`config.mk`:
```
export PLATFORM = sky130hd
export DESIGN_NAME = matrix_multiply_engine_unit
export DESIGN_NICKNAME = d
export VERILOG_FILES = /design/src/hdl/mme_pkg.sv /design/src/hdl/mme_ctrl.sv /design/src/hdl/mme_dp.sv /design/src/hdl/matrix_multiply_engine_unit.sv
export SDC_FILE = /design/constraint.sdc
export NUM_CORES = 2
export LEC_CHECK = 0
export BUFFER_PORTS_ARGS = -buffer_cell sky130_fd_sc_hd__buf_2
export CAP_MARGIN = 20
export CORE_MARGIN = 4
export CORE_UTILIZATION = 63
export CTS_CLUSTER_DIAMETER = 80
export DETAILED_ROUTE_END_ITERATION = 12
export PLACE_DENSITY = 0.85
export SLEW_MARGIN = 20
export SYNTH_ARGS = -nofsm -noshare
export SYNTH_HDL_FRONTEND = slang
export SYNTH_SLANG_ARGS = --single-unit
export TNS_END_PERCENT = 50
```
`constraint.sdc`:
```
create_clock -name clk -period 6.6 [get_ports clk]
set_input_delay 0.99 -clock clk [delete_from_list [all_inputs] [get_ports clk]]
set_output_delay 0.99 -clock clk [all_outputs]
set_load 0.02 [all_outputs]
```
`src/hdl/mme_pkg.sv`:
```
// types, constants and codes of the matrix multiply engine
`default_nettype none

package mme_pkg;

  localparam int MAX_DIM_DEF    = 8;
  localparam int ELEM_WIDTH_DEF = 16;

  localparam int CMD_W  = 2;
  localparam int IDX_W  = 6;
  localparam int DIM_W  = 4;
  localparam int POS_W  = 3;
  localparam int PROD_W = 35;
  localparam int REG_W  = 2;
  localparam int OUT_W  = ((PROD_W + 2 * POS_W + 7) / 8) * 8;

  typedef enum logic [CMD_W-1:0] {
    CMD_WR_A  = 2'd0,
    CMD_WR_B  = 2'd1,
    CMD_START = 2'd2
  } cmd_t;

  typedef enum logic [REG_W-1:0] {
    REG_NUM_ROWS  = 2'd0,
    REG_INNER_LEN = 2'd1,
    REG_NUM_COLS  = 2'd2
  } reg_idx_t;

  typedef enum logic [1:0] {
    ST_IDLE,
    ST_ISSUE,
    ST_DRAIN
  } state_t;

  // controller to datapath
  typedef struct packed {
    logic             issue;
    logic             first;
    logic             last;
    logic [IDX_W-1:0] a_addr;
    logic [IDX_W-1:0] b_addr;
    logic             load_out;
    logic [POS_W-1:0] row;
    logic [POS_W-1:0] col;
    logic             is_last;
  } dp_cmd_t;

  // datapath to controller
  typedef struct packed {
    logic acc_done;
    logic out_free;
  } dp_status_t;

endpackage

`default_nettype wire

```
`src/hdl/mme_ctrl.sv`:
```
// controller: configuration registers, loop counters and sequencing state machine
`default_nettype none

module mme_ctrl #(
  parameter int MAX_DIM = mme_pkg::MAX_DIM_DEF
) (
  input  logic                        clk,
  input  logic                        rst,
  input  logic                        cfg_valid,
  output logic                        cfg_ready,
  input  logic [mme_pkg::REG_W-1:0]   cfg_index,
  input  logic [mme_pkg::DIM_W-1:0]   cfg_data,
  input  logic                        in_accept,
  input  logic [mme_pkg::CMD_W-1:0]   command,
  output logic                        in_ready,
  output mme_pkg::dp_cmd_t            cmd,
  input  mme_pkg::dp_status_t         status
);

  localparam logic [mme_pkg::DIM_W-1:0] MaxDim = mme_pkg::DIM_W'(MAX_DIM);

  logic [mme_pkg::DIM_W-1:0] num_rows, inner_len, num_cols;
  logic [mme_pkg::DIM_W-1:0] rows_c, inner_c, cols_c;

  mme_pkg::state_t state, state_next;

  logic [mme_pkg::POS_W-1:0] row_cnt, row_cnt_next;
  logic [mme_pkg::POS_W-1:0] col_cnt, col_cnt_next;
  logic [mme_pkg::POS_W-1:0] k_cnt, k_cnt_next;
  logic [mme_pkg::IDX_W-1:0] a_base, a_base_next;
  logic [mme_pkg::IDX_W-1:0] b_base, b_base_next;

  logic k_last, row_last, col_last;

  function automatic logic [mme_pkg::DIM_W-1:0] clamp_dim(input logic [mme_pkg::DIM_W-1:0] v);
    logic [mme_pkg::DIM_W-1:0] r;
    r = v;
    if (v == '0) begin
      r = mme_pkg::DIM_W'(1);
    end else if (v > MaxDim) begin
      r = MaxDim;
    end
    return r;
  endfunction

  assign cfg_ready = 1'b1;

  always_ff @(posedge clk) begin
    if (rst) begin
      num_rows  <= MaxDim;
      inner_len <= MaxDim;
      num_cols  <= MaxDim;
    end else if (cfg_valid && cfg_ready) begin
      unique case (cfg_index)
        mme_pkg::REG_NUM_ROWS:  num_rows  <= cfg_data;
        mme_pkg::REG_INNER_LEN: inner_len <= cfg_data;
        mme_pkg::REG_NUM_COLS:  num_cols  <= cfg_data;
        default: ;
      endcase
    end
  end

  assign rows_c  = clamp_dim(num_rows);
  assign inner_c = clamp_dim(inner_len);
  assign cols_c  = clamp_dim(num_cols);

  assign k_last   = ({1'b0, k_cnt} == inner_c - mme_pkg::DIM_W'(1));
  assign row_last = ({1'b0, row_cnt} == rows_c - mme_pkg::DIM_W'(1));
  assign col_last = ({1'b0, col_cnt} == cols_c - mme_pkg::DIM_W'(1));

  always_ff @(posedge clk) begin
    if (rst) begin
      state   <= mme_pkg::ST_IDLE;
      row_cnt <= '0;
      col_cnt <= '0;
      k_cnt   <= '0;
      a_base  <= '0;
      b_base  <= '0;
    end else begin
      state   <= state_next;
      row_cnt <= row_cnt_next;
      col_cnt <= col_cnt_next;
      k_cnt   <= k_cnt_next;
      a_base  <= a_base_next;
      b_base  <= b_base_next;
    end
  end

  always_comb begin
    state_next   = state;
    row_cnt_next = row_cnt;
    col_cnt_next = col_cnt;
    k_cnt_next   = k_cnt;
    a_base_next  = a_base;
    b_base_next  = b_base;
    in_ready     = 1'b0;

    cmd          = '0;
    cmd.first    = (k_cnt == '0);
    cmd.last     = k_last;
    cmd.a_addr   = a_base + mme_pkg::IDX_W'(k_cnt);
    cmd.b_addr   = b_base + mme_pkg::IDX_W'(k_cnt);
    cmd.row      = row_cnt;
    cmd.col      = col_cnt;
    cmd.is_last  = row_last && col_last;

    unique case (state)
      mme_pkg::ST_IDLE: begin
        in_ready = 1'b1;
        if (in_accept && (command == mme_pkg::CMD_START)) begin
          state_next   = mme_pkg::ST_ISSUE;
          row_cnt_next = '0;
          col_cnt_next = '0;
          k_cnt_next   = '0;
          a_base_next  = '0;
          b_base_next  = '0;
        end
      end
      mme_pkg::ST_ISSUE: begin
        cmd.issue = 1'b1;
        if (k_last) begin
          k_cnt_next = '0;
          state_next = mme_pkg::ST_DRAIN;
        end else begin
          k_cnt_next = k_cnt + mme_pkg::POS_W'(1);
        end
      end
      mme_pkg::ST_DRAIN: begin
        if (status.acc_done && status.out_free) begin
          cmd.load_out = 1'b1;
          if (row_last && col_last) begin
            state_next = mme_pkg::ST_IDLE;
          end else begin
            state_next = mme_pkg::ST_ISSUE;
            if (col_last) begin
              col_cnt_next = '0;
              b_base_next  = '0;
              row_cnt_next = row_cnt + mme_pkg::POS_W'(1);
              a_base_next  = a_base + mme_pkg::IDX_W'(inner_c);
            end else begin
              col_cnt_next = col_cnt + mme_pkg::POS_W'(1);
              b_base_next  = b_base + mme_pkg::IDX_W'(inner_c);
            end
          end
        end
      end
      default: state_next = mme_pkg::ST_IDLE;
    endcase
  end

endmodule

`default_nettype wire

```
`src/hdl/mme_dp.sv`:
```
// datapath: element stores, multiply-accumulate pipeline and result register
`default_nettype none

module mme_dp #(
  parameter int MAX_DIM    = mme_pkg::MAX_DIM_DEF,
  parameter int ELEM_WIDTH = mme_pkg::ELEM_WIDTH_DEF
) (
  input  logic                          clk,
  input  logic                          rst,
  input  logic                          in_accept,
  input  logic [mme_pkg::CMD_W-1:0]     command,
  input  logic [mme_pkg::IDX_W-1:0]     elem_index,
  input  logic signed [ELEM_WIDTH-1:0]  elem_value,
  input  mme_pkg::dp_cmd_t              cmd,
  output mme_pkg::dp_status_t           status,
  output logic                          out_valid,
  input  logic                          out_ready,
  output logic signed [mme_pkg::PROD_W-1:0] product_value,
  output logic [mme_pkg::POS_W-1:0]     out_row,
  output logic [mme_pkg::POS_W-1:0]     out_col,
  output logic                          is_last
);

  localparam int Depth  = MAX_DIM * MAX_DIM;
  localparam int AddrW  = (Depth > 1) ? $clog2(Depth) : 1;
  localparam int MulW   = 2 * ELEM_WIDTH;

  logic signed [ELEM_WIDTH-1:0] a_mem [Depth];
  logic signed [ELEM_WIDTH-1:0] b_mem [Depth];

  logic                  idx_ok;
  logic                  wr_a, wr_b;
  logic [AddrW-1:0]      wr_addr;

  logic signed [ELEM_WIDTH-1:0] a_q, b_q;
  logic                  rd_valid, rd_first, rd_last;
  logic signed [MulW-1:0] prod;
  logic                  mul_valid, mul_first, mul_last;
  logic signed [mme_pkg::PROD_W-1:0] acc;
  logic signed [mme_pkg::PROD_W-1:0] prod_ext;
  logic                  acc_done;

  assign idx_ok  = ({1'b0, elem_index} < (mme_pkg::IDX_W + 1)'(Depth));
  assign wr_addr = elem_index[AddrW-1:0];
  assign wr_a    = in_accept && idx_ok && (command == mme_pkg::CMD_WR_A);
  assign wr_b    = in_accept && idx_ok && (command == mme_pkg::CMD_WR_B);

  // stores: one write port from the input, one registered read port for the mac
  always_ff @(posedge clk) begin
    if (wr_a) begin
      a_mem[wr_addr] <= elem_value;
    end
    if (cmd.issue) begin
      a_q <= a_mem[cmd.a_addr[AddrW-1:0]];
    end
  end

  always_ff @(posedge clk) begin
    if (wr_b) begin
      b_mem[wr_addr] <= elem_value;
    end
    if (cmd.issue) begin
      b_q <= b_mem[cmd.b_addr[AddrW-1:0]];
    end
  end

  always_ff @(posedge clk) begin
    if (rst) begin
      rd_valid  <= 1'b0;
      mul_valid <= 1'b0;
      acc_done  <= 1'b0;
      out_valid <= 1'b0;
    end else begin
      rd_valid  <= cmd.issue;
      mul_valid <= rd_valid;
      if (mul_valid && mul_last) begin
        acc_done <= 1'b1;
      end else if (cmd.load_out) begin
        acc_done <= 1'b0;
      end
      if (cmd.load_out) begin
        out_valid <= 1'b1;
      end else if (out_ready) begin
        out_valid <= 1'b0;
      end
    end
  end

  // tags follow the operands down the pipe
  always_ff @(posedge clk) begin
    rd_first  <= cmd.first;
    rd_last   <= cmd.last;
    mul_first <= rd_first;
    mul_last  <= rd_last;
    prod      <= a_q * b_q;
  end

  assign prod_ext = mme_pkg::PROD_W'(prod);

  always_ff @(posedge clk) begin
    if (mul_valid) begin
      acc <= mul_first ? prod_ext : acc + prod_ext;
    end
  end

  always_ff @(posedge clk) begin
    if (cmd.load_out) begin
      product_value <= acc;
      out_row       <= cmd.row;
      out_col       <= cmd.col;
      is_last       <= cmd.is_last;
    end
  end

  assign status.acc_done = acc_done;
  assign status.out_free = !out_valid || out_ready;

endmodule

`default_nettype wire

```
`src/hdl/matrix_multiply_engine_unit.sv`:
```
// top level of the matrix multiply engine: stream ports, controller and datapath
`default_nettype none

// Dense matrix multiply C = A x B on signed Q8.8 elements with exact Q19.16
// sums. A is held row-major (element row*inner_len+k), B column-major
// (element col*inner_len+k). Each input word is a command: write an A
// element, write a B element, or start. After a write the block takes the
// next word straight away; an index past the store is dropped, and an
// unused command code does nothing. A start runs the whole product and the
// block accepts no further word until the last result has been handed to
// the output register. Results leave in row-major order with tlast on the
// final one. One multiply-accumulate unit does all the work: each result
// takes inner_len reads of the two stores, then the read, multiply and
// accumulate stages draining, and a start also waits on any stall on the
// output. The output register holds one finished result while the next is
// computed. Dimension registers read as 1 when zero and as MAX_DIM when
// larger; the user must see that they are written through the cfg channel
// only while the block is idle, as the block itself does not enforce it.
// Store entries are undefined until written.

module matrix_multiply_engine_unit #(
  parameter int MAX_DIM    = mme_pkg::MAX_DIM_DEF,
  parameter int ELEM_WIDTH = mme_pkg::ELEM_WIDTH_DEF
) (
  input  logic                                clk,
  input  logic                                rst,
  // input stream
  input  logic                                s_tvalid,
  output logic                                s_tready,
  // command, elem_index, elem_value, zero fill
  input  logic [((mme_pkg::CMD_W + mme_pkg::IDX_W + ELEM_WIDTH + 7) / 8) * 8 - 1:0] s_tdata,
  // output stream
  output logic                                m_tvalid,
  input  logic                                m_tready,
  // product_value, out_row, out_col, zero fill
  output logic [mme_pkg::OUT_W-1:0]           m_tdata,
  // is_last
  output logic                                m_tlast,
  // configuration write channel
  input  logic                                cfg_valid,
  output logic                                cfg_ready,
  input  logic [mme_pkg::REG_W-1:0]           cfg_index,
  input  logic [mme_pkg::DIM_W-1:0]           cfg_data
);

  localparam int IdxLo = mme_pkg::CMD_W;
  localparam int ValLo = mme_pkg::CMD_W + mme_pkg::IDX_W;
  localparam int RowLo = mme_pkg::PROD_W;
  localparam int ColLo = mme_pkg::PROD_W + mme_pkg::POS_W;
  localparam int PadLo = mme_pkg::PROD_W + 2 * mme_pkg::POS_W;

  // unpacked input word
  logic                                 in_accept;
  logic [mme_pkg::CMD_W-1:0]            command;
  logic [mme_pkg::IDX_W-1:0]            elem_index;
  logic signed [ELEM_WIDTH-1:0]         elem_value;

  // result fields from the output register
  logic signed [mme_pkg::PROD_W-1:0]    product_value;
  logic [mme_pkg::POS_W-1:0]            out_row;
  logic [mme_pkg::POS_W-1:0]            out_col;
  logic                                 is_last;

  mme_pkg::dp_cmd_t                     dp_cmd;
  mme_pkg::dp_status_t                  dp_status;

  assign in_accept  = s_tvalid && s_tready;
  assign command    = s_tdata[IdxLo-1:0];
  assign elem_index = s_tdata[ValLo-1:IdxLo];
  assign elem_value = s_tdata[ValLo+ELEM_WIDTH-1:ValLo];

  // sequencing: config registers, loop counters, state machine
  mme_ctrl #(
    .MAX_DIM (MAX_DIM)
  ) u_ctrl (
    .clk       (clk),
    .rst       (rst),
    .cfg_valid (cfg_valid),
    .cfg_ready (cfg_ready),
    .cfg_index (cfg_index),
    .cfg_data  (cfg_data),
    .in_accept (in_accept),
    .command   (command),
    .in_ready  (s_tready),
    .cmd       (dp_cmd),
    .status    (dp_status)
  );

  // stores, mac pipeline and result register
  mme_dp #(
    .MAX_DIM    (MAX_DIM),
    .ELEM_WIDTH (ELEM_WIDTH)
  ) u_dp (
    .clk           (clk),
    .rst           (rst),
    .in_accept     (in_accept),
    .command       (command),
    .elem_index    (elem_index),
    .elem_value    (elem_value),
    .cmd           (dp_cmd),
    .status        (dp_status),
    .out_valid     (m_tvalid),
    .out_ready     (m_tready),
    .product_value (product_value),
    .out_row       (out_row),
    .out_col       (out_col),
    .is_last       (is_last)
  );

  // pack the result word, padding to whole bytes
  assign m_tdata[RowLo-1:0]          = product_value;
  assign m_tdata[ColLo-1:RowLo]      = out_row;
  assign m_tdata[PadLo-1:ColLo]      = out_col;
  assign m_tdata[mme_pkg::OUT_W-1:PadLo] = '0;
  assign m_tlast                     = is_last;

endmodule

`default_nettype wire

```
==> metrics.md <==
| Metric | Value |
|---|---|
| H-tree depth | `4` |
| Worst-path clk slew | `around 0.07 ns` |
| Worst EP required | `roughly 7.4 ns` |
| Max Fclk | `between 0.15 and 0.2 GHz` |
| Pin count of the biggest net entering global routing | `98` |
| Internal power | `between 0.02 and 0.03 W` |
| HP Class | `flop to flop` |
| Worst VDD drop | `around 0.33 mV` |
| Fin crit share | `about 100%` |
| Setup crit end kind | `flop` |
| Core Area | `~0.15 mm²` |
| Sequential element share of the synthesized area | `between 60 and 70%` |
| Total GRT Usage | `about a third` |
| Iter 0 DRT Violations | `9337` |
| Worst-Margin Slew | `around 1.1 ns` |
| Maximum clock path buffer count | `3` |
| WL met2 | `128 mm` |
| Most common cell after layout, fill and taps aside | `edfxtp_1` |
| Met1 Routed Length | `88.7 mm` |
| Gate power share | `slightly below 20%` |
| Max layer used | `met5` |
| Clock sinks | `roughly 2200` |
| Hold_ws | `about 0.33 ns` |
| Switch share | `~27%` |
| Hold_buf cts | `0` |
| Layout Skew | `about 0.055 ns` |
| Most frequent cells in the layout | `edfxtp_1, mux4_2, inv_1, fa_1, clkbuf_16` |
| Row Count | `143` |
| Max-slew headroom | `about a quarter` |
| Post-DR wirelength/cell | `between 30 and 40 µm` |
| CTS buffer count | `between 200 and 250` |
| Initial antenna violation count | `39` |
| Async SR Flop Fraction | `0%` |
| Starting density of the core | `roughly 63%` |
| Tot Pwr | `between 0.03 and 0.04 W` |
| Mean Syn Cell Area | `approximately 20 µm²` |
| Clk pwr share | `about a third` |
| Endpoints failing setup | `0` |
| Post-synth EDFFs | `roughly 2200` |
| Vias in the first global route | `53500` |
| Worst-path fanout max | `16` |
| Layout Cells excl Fill | `around 7400` |
| Final Hold Viols | `0` |
| Horiz. Die Dim | `399 µm` |
| Area growth syn-to-layout | `11.3%` |
| Placer Congestion | `approximately 0.88` |
| Final Cell Area | `0.107 mm²` |
| CTS tree | `done` |
| Pre-Repair DR Iteration Count | `9` |
| P_leak | `between 30 and 40 nW` |
| IO buf count | `78` |
| Crit Path Class | `flop to flop` |
| Main synth FF type | `edfxtp_1` |
| Status | `complete, no violations` |
| Via/cell ratio | `slightly above 7` |
| Mapped Cells | `~4900` |
| Congestion Overflow GR | `0` |
| IO Pins | `87` |
| Skew-Pair Late Insertion Delay | `between 0.8 and 0.9 ns` |
| Global-route wire length before repair | `between 300 and 400 mm` |
| Cell Area, Synth | `0.0965 mm²` |
| Met3 wire length | `~39 mm` |
| Power density cells | `326 mW/mm²` |
| Die extent in y | `roughly 400 µm` |
| CP startpoint kind | `flop` |
| Net count, final | `between 5000 and 6000` |
| Synth warn | `0` |
| Yosys cell types | `78` |
| NetSw | `roughly 0.0095 W` |
| DP Area | `between 0.1 and 0.15 mm²` |
| Post-Route WL | `about 270 mm` |
| Synth area leaders | `edfxtp_1, mux4_2, fa_1` |
| Number of routed nets with antenna violations | `0` |
| Largest area contributor in the netlist | `edfxtp_1` |
| Arr. time, crit path | `~7.3 ns` |
| Share of cells above drive strength 1 | `24.4%` |
| Synth top area share | `about 67%` |
| Seq pwr share | `between 40 and 50%` |
| Root buffer cell | `clkbuf_16` |
| Cells after DPL | `6988` |
| Max-slew violations | `0` |
| Hpwl dp | `around 150 mm` |
| FF+latch count, synth | `~2200` |
| Max Cap Viol | `0` |
| Vias | `roughly 53000` |
| Min Tclk post-route | `between 6 and 7 ns` |
| DIE AREA | `approximately 0.16 mm²` |
| Post-route DRC | `0` |
==> kinds of logic (layout without fill, tap and decap cells) <==
family                     after synthesis  count (layout)  share of synthesized area, %
muxes                                  687             687                          15.8
other                                    2              22                       0.00778
AOI/OAI and AO/OA                      249             249                          1.69
adders and majority gates              404             404                          7.31
and+or+nand+nor                        667             667                          3.32
buffers and inverters                  570            1027                          2.37
DFF                                   2232            2232                          68.7
xor gates and xnor gates                86              86                         0.788
==> registers in the layout (all words and copies together), names as in the netlist, 16 cells and up <==
name and cells:
u_dp.a_mem 1024, u_dp.a_q 16, u_dp.acc 35, u_dp.b_mem 1024, u_dp.b_q 16, u_dp.prod 32, u_dp.product_value 35
==> cell usage after synthesis, drive strengths merged, types with 33 or more instances <==
master / count
a21oi: 78
and2: 130
buf: 85
clkbuf: 135
dfxtp: 75
edfxtp: 2157
fa: 267
ha: 137
inv: 350
mux4: 672
nand2: 196
nand3: 33
nor2: 193
o21ai: 62
xnor2: 62
==> metrics by stage <==
step	setup TNS [ns]	setup slack [ns]	util [%]
2_1_floorplan	0	0.695	-
3_3_place_gp	0	0.266	66.0
3_5_place_dp	0	0.198	66.0
4_1_cts	0	0.143	70.5
5_1_grt	-0.00399	-0.00399	70.6
6_report	0	0.0958	70.6
==> worst max-delay path, stage by stage (launching register included) <==
cell and delay [ns]:
edfxtp_1 0.88, nand2_1 0.38, fa_1 0.64, inv_1 0.08, fa_1 0.56, fa_1 0.46
fa_1 0.48, fa_1 0.49, inv_1 0.05, fa_1 0.47, inv_1 0.04, ha_1 0.33
and3_1 0.21, a311oi_1 0.36, o22a_1 0.25, a21oi_1 0.12, a211o_1 0.27, a21oi_1 0.17
xnor2_1 0.13
==> routing by layer <==
| layer | global-route usage (%) | up-vias |
|---|---|---|
| li1 | - | 19800 |
| met1 | 46.4 | 26900 |
| met2 | 54.0 | 5218 |
| met3 | 10.9 | 1158 |
| met4 | 17.2 | 44 |
| met5 | 0.369 | - |
==> path summary, 6_finish.rpt <==
path / from / end / slack, ns / cells past startpoint
worst max-delay path: u_dp.b_q[12] / u_dp.prod[30] / 0.1 / 18
worst max register to register: u_dp.b_q[12] / u_dp.prod[30] / 0.1 / 18
worst min register to register: u_dp.rd_last / u_dp.mul_last / 0.33 / 0
worst min-delay path: u_dp.rd_last / u_dp.mul_last / 0.33 / 0
==> repair_timing <==
action | in CTS | in global routing
buffers inserted | 0 | 12
resized for setup | 0 | 2
endpoints found under the setup margin | 0 | 5
==> power by group through the flow <==
stage               combinational (W)  clock (W)  sequential [W]
floorplan                     0.00510          0          0.0161
global placement              0.00636          0          0.0162
detailed placement            0.00661          0          0.0162
CTS                           0.00671     0.0124          0.0159
global route                  0.00764     0.0131          0.0159
finish                        0.00680     0.0123          0.0159
==> cell type report <==
class,instances,area [µm²]
inverters,350,1310
diodes,14,35.0
flip-flops and latches,2232,66300
fillers,8128,44600
multi-input cells,2101,28100
well taps,2030,2540
clock buffers,247,5360
repair buffers,288,2330
clock inverters,142,1490
No activity file was read; power rests on OpenSTA's default activity.
